## config.mk

```make
export PLATFORM = sky130hd
export DESIGN_NAME = uart_tx_fifo_burst_drain
export DESIGN_NICKNAME = d
export VERILOG_FILES = /design/src/rtl/ufbd_pkg.sv /design/src/rtl/ufbd_mem.sv /design/src/rtl/ufbd_ctrl.sv /design/src/rtl/uart_tx_fifo_burst_drain.sv
export SDC_FILE = /design/constraint.sdc
export NUM_CORES = 1
export LEC_CHECK = 0
export BUFFER_PORTS_ARGS = -buffer_cell sky130_fd_sc_hd__buf_2
export CORE_AREA = 2 2 318 320
export CTS_CLUSTER_DIAMETER = 50
export CTS_CLUSTER_SIZE = 28
export DETAILED_ROUTE_END_ITERATION = 6
export DIE_AREA = 0 0 320 322
export PLACE_DENSITY_LB_ADDON = 0.08
export SYNTH_ARGS = -nofsm -noshare
export SYNTH_HDL_FRONTEND = slang
export SYNTH_HIERARCHICAL = 1
export SYNTH_SLANG_ARGS = --single-unit
export TNS_END_PERCENT = 30
```

## constraint.sdc

```tcl
create_clock -name clk -period 3.9 [get_ports clk]
set_input_delay 0.39 -clock clk [delete_from_list [all_inputs] [get_ports clk]]
set_output_delay 0.39 -clock clk [all_outputs]
set_load 0.05 [all_outputs]
```

## src/rtl/ufbd_pkg.sv

```systemverilog
package ufbd_pkg;

  localparam int FIFO_DEPTH_DEF = 128;
  localparam int BURST_MAX_DEF  = 4;

  // Burst bytes carried in one result, and fixed result field widths
  localparam int SHOWN_BYTES = 4;
  localparam int LEN_W       = 3;
  localparam int LEVEL_W     = 8;
  localparam int RES_W       = 1 + LEN_W + 8 * SHOWN_BYTES + LEVEL_W + 1;
  localparam int M_TDATA_W   = ((RES_W + 7) / 8) * 8;

  typedef enum logic {
    REQ_WRITE   = 1'b0,
    REQ_TX_DONE = 1'b1
  } req_t;

  // Packed lowest-first: accepted at bit 0, tx_busy on top
  typedef struct packed {
    logic                              tx_busy;
    logic [LEVEL_W-1:0]                fifo_level;
    logic [SHOWN_BYTES-1:0][7:0]       burst_bytes;
    logic [LEN_W-1:0]                  burst_len;
    logic                              accepted;
  } result_t;

endpackage

```

## src/rtl/ufbd_mem.sv

```systemverilog
module ufbd_mem #(
  parameter int DEPTH = ufbd_pkg::FIFO_DEPTH_DEF,
  parameter int AW    = $clog2(DEPTH)
) (
  input  logic          clk,
  input  logic          wr_en,
  input  logic [AW-1:0] wr_addr,
  input  logic [7:0]    wr_data,
  input  logic          rd_en,
  input  logic [AW-1:0] rd_addr,
  output logic [7:0]    rd_data
);

  logic [7:0] store [DEPTH];

  always_ff @(posedge clk) begin
    if (wr_en) begin
      store[wr_addr] <= wr_data;
    end
  end

  always_ff @(posedge clk) begin
    if (rd_en) begin
      rd_data <= store[rd_addr];
    end
  end

endmodule

```

## src/rtl/ufbd_ctrl.sv

```systemverilog
module ufbd_ctrl #(
  parameter int FIFO_DEPTH = ufbd_pkg::FIFO_DEPTH_DEF,
  parameter int BURST_MAX  = ufbd_pkg::BURST_MAX_DEF,
  parameter int AW         = $clog2(FIFO_DEPTH),
  parameter int CW         = $clog2(FIFO_DEPTH + 1),
  parameter int NW         = $clog2(BURST_MAX + 1)
) (
  input  logic                clk,
  input  logic                rst,
  // item side
  input  logic                in_valid,
  output logic                in_ready,
  input  logic                req_type,
  input  logic [7:0]          data_byte,
  input  logic                first_of_call,
  input  logic                last_of_call,
  // result side
  output logic                res_valid,
  input  logic                res_ready,
  output ufbd_pkg::result_t   res,
  // byte store ports
  output logic                wr_en,
  output logic [AW-1:0]       wr_addr,
  output logic [7:0]          wr_data,
  output logic                rd_en,
  output logic [AW-1:0]       rd_addr,
  input  logic [7:0]          rd_data
);

  typedef enum logic [3:0] {
    S_IDLE  = 4'b0001,
    S_READ  = 4'b0010,
    S_FLUSH = 4'b0100,
    S_DONE  = 4'b1000
  } state_t;

  state_t        state, state_next;
  logic [AW-1:0] read_pointer, write_pointer;
  logic [CW-1:0] fill_count;
  logic          busy_flag;
  logic          start_pending;
  logic          accepted;
  logic [NW-1:0] burst_n;
  logic [NW-1:0] issued;
  logic          rd_vld;
  logic [NW-1:0] rd_slot;
  logic [7:0]    shown [ufbd_pkg::SHOWN_BYTES];

  logic          take;
  logic          is_write;
  logic          room;
  logic          pend_eff;
  logic          want_burst;
  logic [CW-1:0] fill_wr;
  logic [NW-1:0] n_calc;

  function automatic logic [AW-1:0] wrap_inc(input logic [AW-1:0] p);
    logic [AW-1:0] r;
    if (p == AW'(FIFO_DEPTH - 1)) begin
      r = '0;
    end else begin
      r = p + AW'(1);
    end
    return r;
  endfunction

  assign in_ready = (state == S_IDLE);
  assign take     = in_valid && in_ready;
  assign is_write = (ufbd_pkg::req_t'(req_type) == ufbd_pkg::REQ_WRITE);
  assign room     = (fill_count != CW'(FIFO_DEPTH));
  assign pend_eff = first_of_call ? ((fill_count == '0) && !busy_flag) : start_pending;
  assign fill_wr  = fill_count + CW'(is_write && room);

  always_comb begin
    want_burst = is_write ? (last_of_call && pend_eff) : (fill_count != '0);
    n_calc     = '0;
    if (want_burst) begin
      if (32'(fill_wr) < BURST_MAX) begin
        n_calc = NW'(fill_wr);
      end else begin
        n_calc = NW'(BURST_MAX);
      end
    end
  end

  // Store write happens in the accept cycle; reads start in the cycle after it
  assign wr_en   = take && is_write && room;
  assign wr_addr = write_pointer;
  assign wr_data = data_byte;
  assign rd_en   = (state == S_READ);
  assign rd_addr = read_pointer;

  always_comb begin
    state_next = state;
    unique case (state)
      S_IDLE: begin
        if (take) begin
          state_next = (n_calc != '0) ? S_READ : S_DONE;
        end
      end
      S_READ: begin
        if (issued == burst_n - NW'(1)) begin
          state_next = S_FLUSH;
        end
      end
      S_FLUSH: state_next = S_DONE;
      S_DONE: begin
        if (res_ready) begin
          state_next = S_IDLE;
        end
      end
      default: state_next = S_IDLE;
    endcase
  end

  always_ff @(posedge clk) begin
    if (rst) begin
      state         <= S_IDLE;
      read_pointer  <= '0;
      write_pointer <= '0;
      fill_count    <= '0;
      busy_flag     <= 1'b0;
      start_pending <= 1'b0;
      rd_vld        <= 1'b0;
    end else begin
      state  <= state_next;
      rd_vld <= rd_en;
      if (take) begin
        fill_count <= fill_wr - CW'(n_calc);
        if (wr_en) begin
          write_pointer <= wrap_inc(write_pointer);
        end
        if (is_write) begin
          if (last_of_call) begin
            start_pending <= 1'b0;
          end else if (first_of_call) begin
            start_pending <= pend_eff;
          end
        end
        if (n_calc != '0) begin
          busy_flag <= 1'b1;
        end else if (!is_write && fill_count == '0) begin
          busy_flag <= 1'b0;
        end
      end
      if (rd_en) begin
        read_pointer <= wrap_inc(read_pointer);
      end
    end
  end

  always_ff @(posedge clk) begin
    if (take) begin
      accepted <= wr_en;
      burst_n  <= n_calc;
      issued   <= '0;
      for (int i = 0; i < ufbd_pkg::SHOWN_BYTES; i++) begin
        shown[i] <= 8'd0;
      end
    end else begin
      if (rd_en) begin
        issued <= issued + NW'(1);
      end
      if (rd_vld && 32'(rd_slot) < ufbd_pkg::SHOWN_BYTES) begin
        shown[2'(rd_slot)] <= rd_data;
      end
    end
    rd_slot <= issued;
  end

  assign res_valid = (state == S_DONE);

  always_comb begin
    res.accepted   = accepted;
    res.burst_len  = ufbd_pkg::LEN_W'(burst_n);
    res.fifo_level = ufbd_pkg::LEVEL_W'(fill_count);
    res.tx_busy    = busy_flag;
    for (int i = 0; i < ufbd_pkg::SHOWN_BYTES; i++) begin
      res.burst_bytes[i] = shown[i];
    end
  end

endmodule

```

## src/rtl/uart_tx_fifo_burst_drain.sv

```systemverilog
// Channel | Dir | Fields (lowest bit first)                              | Accepted when
// --------+-----+--------------------------------------------------------+--------------------
// s_      | in  | tdata: data_byte; tuser: req_type, first_of_call;       | s_tvalid & s_tready
//         |     | tlast: last_of_call                                     |
// m_      | out | tdata: accepted, burst_len, burst_byte0..3, fifo_level,  | m_tvalid & m_tready
//         |     | tx_busy, zero pad                                       |
//
// One item at a time. An item with no burst goes from accept straight to
// result hand-off; an item that drains bytes reads them in turn on the single
// read port of the byte store and passes a flush state before hand-off.
// rst is synchronous; it clears pointers, fill count, busy and the pending
// start flag. The byte store itself is not cleared.
// A stalled m_ side holds the result in the output register; the next item
// is taken while it waits and stalls only at its own hand-off.
module uart_tx_fifo_burst_drain #(
  parameter int FIFO_DEPTH = ufbd_pkg::FIFO_DEPTH_DEF,
  parameter int BURST_MAX  = ufbd_pkg::BURST_MAX_DEF
) (
  input  logic                           clk,
  input  logic                           rst,
  input  logic                           s_tvalid,
  output logic                           s_tready,
  input  logic [7:0]                     s_tdata,   // [7:0] data_byte
  input  logic [1:0]                     s_tuser,   // [0] req_type, [1] first_of_call
  input  logic                           s_tlast,   // last_of_call
  output logic                           m_tvalid,
  input  logic                           m_tready,
  // [0] accepted, [3:1] burst_len, [11:4] burst_byte0, [19:12] burst_byte1,
  // [27:20] burst_byte2, [35:28] burst_byte3, [43:36] fifo_level,
  // [44] tx_busy, [47:45] zero
  output logic [ufbd_pkg::M_TDATA_W-1:0] m_tdata
);

  localparam int AW = $clog2(FIFO_DEPTH);

  logic              wr_en, rd_en;
  logic [AW-1:0]     wr_addr, rd_addr;
  logic [7:0]        wr_data, rd_data;
  logic              res_valid, res_ready;
  ufbd_pkg::result_t res;
  ufbd_pkg::result_t out_reg;

  ufbd_mem #(
    .DEPTH (FIFO_DEPTH)
  ) u_mem (
    .clk     (clk),
    .wr_en   (wr_en),
    .wr_addr (wr_addr),
    .wr_data (wr_data),
    .rd_en   (rd_en),
    .rd_addr (rd_addr),
    .rd_data (rd_data)
  );

  ufbd_ctrl #(
    .FIFO_DEPTH (FIFO_DEPTH),
    .BURST_MAX  (BURST_MAX)
  ) u_ctrl (
    .clk           (clk),
    .rst           (rst),
    .in_valid      (s_tvalid),
    .in_ready      (s_tready),
    .req_type      (s_tuser[0]),
    .data_byte     (s_tdata),
    .first_of_call (s_tuser[1]),
    .last_of_call  (s_tlast),
    .res_valid     (res_valid),
    .res_ready     (res_ready),
    .res           (res),
    .wr_en         (wr_en),
    .wr_addr       (wr_addr),
    .wr_data       (wr_data),
    .rd_en         (rd_en),
    .rd_addr       (rd_addr),
    .rd_data       (rd_data)
  );

  // Output register: load when empty or being drained this cycle
  assign res_ready = !m_tvalid || m_tready;

  always_ff @(posedge clk) begin
    if (rst) begin
      m_tvalid <= 1'b0;
    end else if (res_valid && res_ready) begin
      m_tvalid <= 1'b1;
    end else if (m_tready) begin
      m_tvalid <= 1'b0;
    end
  end

  always_ff @(posedge clk) begin
    if (res_valid && res_ready) begin
      out_reg <= res;
    end
  end

  assign m_tdata = ufbd_pkg::M_TDATA_W'(out_reg);

endmodule

```

==> impl_metrics.ini, run 1 <==
[logic_synthesis]
synth-compound-area-share_pct = 0.643
synth_top_family_by_area = multiplexers
synth_edf_count = 1113
yosys.area_share.xor_xnor_pct = 0.373
synthAdderAreaFrac_pct = 0.326
yosysWarnings = 6
synth_area_sq_um = 44600
synthCells = 2014
ys_seq_area_share_pct = 76.6
synth_mux_area_share_pct = 17.3
synthSimpleGateAreaFrac_pct = 3.41
ys_types = 57
ys_seq_elements = 1149
synthFlopType = edfxtp_1
ys_async_sr_fraction_pct = 0
synth.avg_cell_area_sq_um = 22.1

[clock_tree]
tritoncts = done
clkTransAtPathRegs_ns = 0.06
insertion_delay_ns = 0.70
root_buffer = clkbuf_16
cts_max_level = 3
cts_buffers = 120
clockBufferDepth = 3
cts.sinks = 1149

[routing]
ant_nets = 0
first_pass_iters = 5
via_per_inst = 5.72
wl_met2_mm = 51.1
met3_wirelength_mm = 5.31
finalWirelength_mm = 104
drcViolationCount = 0
wl_met1_mm = 45.6
vias = 21000
highest_layer = met5
avgRoutedWirePerCell_um = 28.3
drt_iter0_markers = 1984

[power_and_ir_drop]
irDropWorstVdd_v = 0.000339
p_int_mw = 21.6
p_total_mw = 28.1
switching_power_mw = 6.43
p_per_area_nw_per_um2 = 540
combinationalPowerShare_pct = 7.1
pwr-share-seq_pct = 49.5
pwr-share-clk_pct = 43.4
p_leak_nw = 16.2
swShare_pct = 22.9

[worst_setup_path]
cp_cell_sequence = or4_4 -> nor4_4 -> a21oi_2 -> ha_2 -> a211oi_1 -> a21oi_1 -> o22ai_2 -> and4b_2 -> nand3_2 -> ha_1 -> nor2b_1 -> o21ai_1 -> and2_4 -> buf_4 -> or2_2 -> a211o_1 -> o2111ai_1
critPathRequiredTime_ns = 4.50
reg2regPathDepth = 17
cp-start-kind = register
arrival_ns = 4.39
path_class = reg2reg
path_max_fanout = 4
cp_slowest_cell = or4_4
endpoint_kind = register
critPathMaxStageDelay_ns = 0.56

[grt]
grt_max_degree = 79
overflow = 0
track_usage_pct = 20.4
grt_pass1_wl_mm = 152
grt_pass1_vias = 21700
grt_antenna_before_repair = 4

[layout]
syn_to_final_growth_pct = 16.7
instances_no_fill = 3675
postLayoutCoreUtil_pct = 52.3
final_cell_mix = 1113 x edfxtp_1, 336 x mux4_2, 172 x buf_4
final_layout_size_suffix_gt1_share_pct = 35.4
fillCellCount = 7805
num-nets-final = 2296
finalInstanceArea_sq_um = 52000
final_common_cell = edfxtp_1

[timing]
worst_slack_ns = 0.109
timing_hold_violations_final = 0
slew_viol_final = 0
setup_viol = 0
finalSetupTns_ns = 0
tightestPinTransition_ns = 1.12
layout_min_cycle_time_ns = 3.79
fmax_ghz = 0.264
hold_ws_ns = 0.0872
relSlewSlack_pct = 24.5
grt_setup_unrepaired = true
fin_worst_skew_ns = 0.0307
finalCritPeriodShare_pct = 97.2

[floorplanning]
die-area_sq_um = 103000
fp.dieW_um = 320
die_y_um = 322
core-area_sq_um = 99600
io_pins = 65
num_rows = 116
initial_core_util_pct = 44.8

[placed_design]
port_buffers = 61
place.gp.congestion = 0.810
place_inst = 3440
post-place-ws_ns = -0.239
dpl.hpwl_mm = 64.8
dpl_cell_area_sq_um = 47500

[flow_run]
drv_cap = 0

[worst_hold_path]
whs_path_depth = 4
hp-class = in2reg

[outcome]
status = finished clean
critical path, delay by kind of cell, from the launching register on:
| family | cells | cell delay [ns] |
|---|---|---|
| flops | 1 | 0.31 |
| compound gates | 7 | 1.04 |
| fa+ha+maj | 2 | 0.50 |
| simple gates | 7 | 1.71 |
| buf+inv | 1 | 0.13 |
power groups by stage:
stage               Combinational, mW  Sequential (mW)  Clock (mW)
global placement                 1.75             14.2           0
floorplan                        1.05             14.2           0
global route                     2.16             13.9        13.0
finish                           2.00             13.9        12.2
CTS                              1.99             13.9        12.5
detailed placement               1.79             14.2           0
layer usage:
metal  vias to the layer above  GRT usage [%]
met5                         -              0
met4                         2           5.04
met3                       118           2.89
met2                       597           33.1
met1                     11400           29.5
li1                       8943              -
path summary, 6_finish.rpt:
kind                        startpoint                   end  slack, ns
setup / recovery  u_ctrl/fill_count[4]  u_ctrl/fill_count[5]       0.11
hold / removal                 s_tlast  u_ctrl/start_pending       0.09
setup reg to reg  u_ctrl/fill_count[4]  u_ctrl/fill_count[5]       0.11
hold reg to reg       u_ctrl/issued[2]     u_ctrl/rd_slot[2]       0.39
flip-flops by register name (all words and copies together), names as in the netlist:
register,cells
u_mem/rd_data,8
u_ctrl/burst_n,3
u_ctrl/wr_addr,7
u_ctrl/rd_vld,1
u_ctrl/state,4
u_ctrl/rd_slot,3
u_ctrl/issued,3
m_tvalid,1
u_ctrl/start_pending,1
m_tdata,45
u_ctrl/shown,32
u_ctrl/busy_flag,1
u_ctrl/fill_count,8
u_ctrl/rd_addr,7
u_mem/store,1024
u_ctrl/accepted,1
area by class of cell:
class	instances	area, sq um	share of cell area [%]
antenna	2	5.00	0.00962
clock buffer	127	3050	5.86
clock inverter	100	1250	2.41
inverter	14	60.1	0.115
multi-input combinational	741	9960	19.1
sequential	1149	34200	65.7
tap	1298	1620	3.12
timing repair buffer	244	1920	3.69
cells in the mapped netlist, types with 2 or more instances:
| library cell | n | area (sq um) |
|---|---|---|
| a211oi_1 | 3 | 22.5 |
| ha_1 | 10 | 125 |
| edfxtp_1 | 1113 | 33400 |
| a31oi_1 | 4 | 25.0 |
| inv_1 | 11 | 41.3 |
| clkbuf_1 | 49 | 184 |
| and3_1 | 14 | 87.6 |
| buf_4 | 24 | 180 |
| and2_1 | 25 | 156 |
| mux4_2 | 336 | 7570 |
| nand4_1 | 8 | 50.1 |
| or2_2 | 4 | 25.0 |
| o21ai_0 | 13 | 65.1 |
| or3_1 | 4 | 25.0 |
| nand2b_1 | 8 | 50.1 |
| dfxtp_1 | 36 | 721 |
| and4_1 | 2 | 17.5 |
| xnor2_1 | 5 | 43.8 |
| buf_1 | 19 | 71.3 |
| nor2_1 | 149 | 559 |
| mux2_2 | 10 | 113 |
| o21bai_1 | 2 | 15.0 |
| nand3_1 | 27 | 135 |
| nand2_1 | 33 | 124 |
| buf_2 | 18 | 90.1 |
| nor3_1 | 17 | 85.1 |
| a21oi_1 | 14 | 70.1 |
| buf_6 | 2 | 22.5 |
| mux2i_1 | 2 | 20.0 |
| or4_1 | 2 | 15.0 |
| nor2b_1 | 11 | 68.8 |
| xor2_1 | 14 | 123 |
cells by family (layout without fill, tap and decap cells):
family,Yosys count,after routing
flops,1149,1149
mux,348,348
simple gates,315,315
buf+inv,126,485
compound gates,45,45
xor+xnor,19,19
fa+ha+maj,11,11
other cells,1,5
timing repair:
item                       in CTS  in global routing
setup endpoints to repair       4                  5
gates resized for setup        25                  1
buffers inserted                4                  1
hold endpoints to repair        1                  0
gates cloned                    0                  0
pin swaps                      15                  8
hold buffers                    1                  0
No activity file was read; power rests on OpenSTA's default activity.
==> run 2: changes to the inputs <==
==> constraint.sdc (replaced) <==
create_clock -name clk -period 3.9 [get_ports clk]
set_input_delay 0.195 -clock clk [delete_from_list [all_inputs] [get_ports clk]]
set_output_delay 0.195 -clock clk [all_outputs]
set_load 0.05 [all_outputs]
==> impl_metrics.ini, run 2 (same netlist as run 1, synthesis figures left out) <==
[outcome]
status = finished clean

[timing]
worst_slack_ns = 0.142
hold_ws_ns = 0.0417
grt_setup_unrepaired = true
setup_viol = 0
finalSetupTns_ns = 0
fmax_ghz = 0.266
fin_worst_skew_ns = 0.0236
finalCritPeriodShare_pct = 96.4
timing_hold_violations_final = 0
slew_viol_final = 0
tightestPinTransition_ns = 1.16
relSlewSlack_pct = 21.8
layout_min_cycle_time_ns = 3.76

[flow_run]
drv_cap = 0

[worst_setup_path]
cp_cell_sequence = or4_4 -> nor4_4 -> a21oi_2 -> ha_2 -> buf_6 -> nand4_1 -> nor2_2 -> xnor2_1 -> and4b_2 -> and3_4 -> ha_4 -> fa_2 -> nand2b_4 -> nand3_4 -> nor3_2 -> a31oi_1 -> mux2_2
cp-start-kind = register
path_class = reg2reg
endpoint_kind = register
path_max_fanout = 4
critPathMaxStageDelay_ns = 0.55
cp_slowest_cell = or4_4
arrival_ns = 4.35
critPathRequiredTime_ns = 4.49

[grt]
grt_max_degree = 128
grt_antenna_before_repair = 9
track_usage_pct = 20.5
grt_pass1_vias = 21600
overflow = 0
grt_pass1_wl_mm = 152

[clock_tree]
cts_max_level = 3
cts.sinks = 1149
root_buffer = clkbuf_16
clockBufferDepth = 3
tritoncts = done
cts_buffers = 120
insertion_delay_ns = 0.71
clkTransAtPathRegs_ns = 0.07

[power_and_ir_drop]
p_per_area_nw_per_um2 = 531
irDropWorstVdd_v = 0.000427
p_leak_nw = 16.2

[layout]
syn_to_final_growth_pct = 16.9
final_layout_size_suffix_gt1_share_pct = 35.8
fillCellCount = 7769
num-nets-final = 2313
register_area_sq_um = 34200
multi_input_area_sq_um = 10000
final_common_cell = edfxtp_1
diodes = 0
largest_reg_flops = 1024
final_cell_mix = 1113 x edfxtp_1, 336 x mux4_2, 178 x buf_4
top_register = u_mem/store
instances_no_fill = 3691
postLayoutCoreUtil_pct = 52.3

[floorplanning]
die_y_um = 322
core-area_sq_um = 99600
fp.dieW_um = 320
io_pins = 65
initial_core_util_pct = 44.8
num_rows = 116
die-area_sq_um = 103000

[routing]
vias = 21200
finalWirelength_mm = 104
ant_nets = 0
drt_iter0_markers = 2324
avgRoutedWirePerCell_um = 28.2
drcViolationCount = 0
via_per_inst = 5.74
first_pass_iters = 5

[worst_hold_path]
hp-class = in2reg

[placed_design]
place_inst = 3450
port_buffers = 61
post-place-ws_ns = -0.191
dpl.hpwl_mm = 64.7
place.gp.congestion = 0.805
==> run 2: final timing paths <==
check,depth (start not counted),from,slack (ns),end
min,1,s_tdata[1],0.04,u_mem/store[101][1]
max,17,u_ctrl/fill_count[4],0.14,u_ctrl/fill_count[6]
min reg2reg,0,u_ctrl/issued[2],0.40,u_ctrl/rd_slot[2]
max reg2reg,17,u_ctrl/fill_count[4],0.14,u_ctrl/fill_count[6]
==> run 2: routing by layer <==
metal  up-vias  GRT usage (%)  share of wire, %
met1     11400           29.1                43
met3       122           3.33               5.9
met5         -              0                 0
met2       644           33.5                49
li1       8979              -                 -
met4         0           5.29               2.0
==> run 2: where the power goes <==
part | internal, mW | switching (mW)
sequential | 13.8 | 0.124
combinational | 0.832 | 1.20
clock | 6.60 | 5.15
total | 21.2 | 6.47
==> run 2: worst max-delay path: cells and delay by family (launching register included) <==
| kind | cells | cell delay [ns] |
|---|---|---|
| simple gates | 9 | 1.70 |
| buf+inv | 1 | 0.12 |
| flops | 1 | 0.32 |
| xor+xnor | 1 | 0.12 |
| compound gates | 2 | 0.28 |
| fa+ha+maj | 3 | 0.75 |
| mux | 1 | 0.35 |
==> run 2: timing repair <==
item / 4_1_cts / 5_1_grt
hold buffers: 8 / 0
pin swaps: 6 / 17
endpoints found under the setup margin: 4 / 4
hold endpoints to repair: 6 / 0
resized for setup: 21 / 19
buffers inserted: 2 / 3
==> run 2: layout make-up <==
cell class,instances,area share (%)
Timing Repair Buffer,261,4.06
Multi-Input combinational cell,741,19.2
Clock inverter,101,2.00
Sequential cell,1149,65.5
Inverter,14,0.115
Clock buffer,127,5.93
Tap cell,1298,3.12
==> run 2: through the flow <==
| stage | cell area (sq um) | power, mW |
|---|---|---|
| 6_report | 52100 | 27.7 |
| 3_5_place_dp | 47700 | 15.9 |
| 4_1_cts | 52000 | 27.9 |
| 5_1_grt | 52100 | 28.6 |
| 3_3_place_gp | 47700 | 15.9 |
| 2_1_floorplan | 44600 | 15.3 |
==> run 3: changes to the inputs <==
- CELL_PAD_IN_SITES_DETAIL_PLACEMENT: not set -> 0
- CELL_PAD_IN_SITES_GLOBAL_PLACEMENT: not set -> 1
- MAX_ROUTING_LAYER: not set -> met4
- SETUP_SLACK_MARGIN: not set -> 0.02
==> impl_metrics.ini, run 3 (same netlist as run 1, synthesis figures left out) <==
[layout]
syn_to_final_growth_pct = 15.7
final_cell_mix = 1113 x edfxtp_1, 336 x mux4_2, 149 x nor2_1
num-nets-final = 2244
top_register = u_mem/store
largest_reg_flops = 1024
final_layout_size_suffix_gt1_share_pct = 34.2
final_common_cell = edfxtp_1
postLayoutCoreUtil_pct = 51.8

[flow_run]
drv_cap = 0

[floorplanning]
die-area_sq_um = 103000
die_y_um = 322
io_pins = 65
fp.dieW_um = 320
num_rows = 116
core-area_sq_um = 99600
initial_core_util_pct = 44.8

[timing]
hold_ws_ns = 0.0422
fmax_ghz = 0.264
timing_hold_violations_final = 0
setup_viol = 0
tightestPinTransition_ns = 1.13
fin_worst_skew_ns = 0.0333
relSlewSlack_pct = 23.5
finalCritPeriodShare_pct = 97.1
slew_viol_final = 0
grt_setup_unrepaired = true
layout_min_cycle_time_ns = 3.79

[clock_tree]
clockBufferDepth = 3
insertion_delay_ns = 0.70
tritoncts = done
root_buffer = clkbuf_16
cts_buffers = 120
cts.sinks = 1149
clkTransAtPathRegs_ns = 0.06
cts_max_level = 3

[worst_setup_path]
path_class = reg2reg
arrival_ns = 4.35
critPathRequiredTime_ns = 4.46
cp-start-kind = register
path_max_fanout = 4
endpoint_kind = register

[grt]
grt_max_degree = 129
grt_pass1_vias = 21200
grt_pass1_wl_mm = 151
overflow = 0
grt_antenna_before_repair = 0
track_usage_pct = 20.9

[routing]
ant_nets = 0
via_per_inst = 5.74
avgRoutedWirePerCell_um = 28.4
first_pass_iters = 5
drcViolationCount = 0
drt_iter0_markers = 1961
finalWirelength_mm = 103
vias = 20800

[outcome]
status = finished clean

[power_and_ir_drop]
pwr-share-seq_pct = 50.3
switching_power_mw = 6.53
irDropWorstVdd_v = 0.000381
combinationalPowerShare_pct = 7.3
p_int_mw = 21.1
p_per_area_nw_per_um2 = 536
p_leak_nw = 15.8
pwr-share-clk_pct = 42.4
swShare_pct = 23.6

[placed_design]
place.gp.congestion = 0.809
dpl.hpwl_mm = 63.1
port_buffers = 61

[worst_hold_path]
hp-class = in2reg
==> run 3: metrics by stage <==
stage | cells | instance area (sq um) | setup TNS (ns) | total power, mW | worst slack, ns
global placement | 3382 | 47100 | -0.410 | 15.9 | -0.133
detailed placement | 3382 | 47100 | -0.699 | 15.9 | -0.225
finish | 3621 | 51600 | 0 | 27.6 | 0.113
CTS | 3616 | 51500 | 0 | 27.9 | 0.0226
floorplan | 2016 | 44600 | 0 | 15.3 | 0.0538
global route | 3619 | 51600 | -0.0780 | 28.6 | -0.0371
==> run 3: metal layers <==
layer  vias to the layer above  GRT usage [%]  part of all wire, %
li1                       8839              -                    -
met1                     11200           28.5                   43
met2                       566           33.8                   50
met3                       154           3.07                  4.4
met4                         0           4.81                  2.1
met5                         -              -                    0
==> run 3: final cells by class <==
type | count | area (sq um)
multi-input cells | 741 | 10000
well taps | 1298 | 1620
fillers | 7864 | 48000
flip-flops and latches | 1149 | 34200
clock inverters | 102 | 1090
repair buffers | 192 | 1570
inverters | 14 | 60.1
diodes | 2 | 5.00
clock buffers | 123 | 3060
==> run 3: repair_timing <==
| item | 4_1_cts | 5_1_grt |
|---|---|---|
| hold buffers | 7 | 0 |
| pin swaps | 10 | 17 |
| endpoints found under the hold margin | 39 | 0 |
| endpoints found under the setup margin | 4 | 5 |
| resized for setup | 23 | 13 |
| setup buffers | 2 | 3 |
==> run 3: path summary, 6_finish.rpt <==
check / from / to / slack [ns] / cells after the start
worst max register to register: u_ctrl/fill_count[4] / u_ctrl/fill_count[6] / 0.11 / 17
worst min register to register: u_ctrl/issued[2] / u_ctrl/rd_slot[2] / 0.39 / 0
worst min-delay path: s_tdata[2] / u_mem/store[67][2] / 0.04 / 1
worst max-delay path: u_ctrl/fill_count[4] / u_ctrl/fill_count[6] / 0.11 / 17
==> run 3: power by group through the flow <==
stage	sequential, mW	clock, mW	combinational (mW)
final	13.9	11.7	2.02
after global routing	13.9	12.5	2.19
after CTS	13.9	12.0	1.95
after detailed placement	14.2	0	1.78
after global placement	14.2	0	1.76
after floorplan	14.2	0	1.05
==> run 3: worst max-delay path: stages (launching register included) <==
cell and delay [ns]:
dfxtp_2 0.32, or4_4 0.56, nor4_4 0.20, a21oi_2 0.11, ha_2 0.21, ha_4 0.18, buf_6 0.12, nand4_1 0.10
o22ai_2 0.11, and4b_2 0.26, and3_4 0.20, ha_4 0.16, fa_2 0.34, nand2b_4 0.16, nand3_4 0.10, nor3_2 0.04
a31oi_1 0.17, mux2_2 0.34
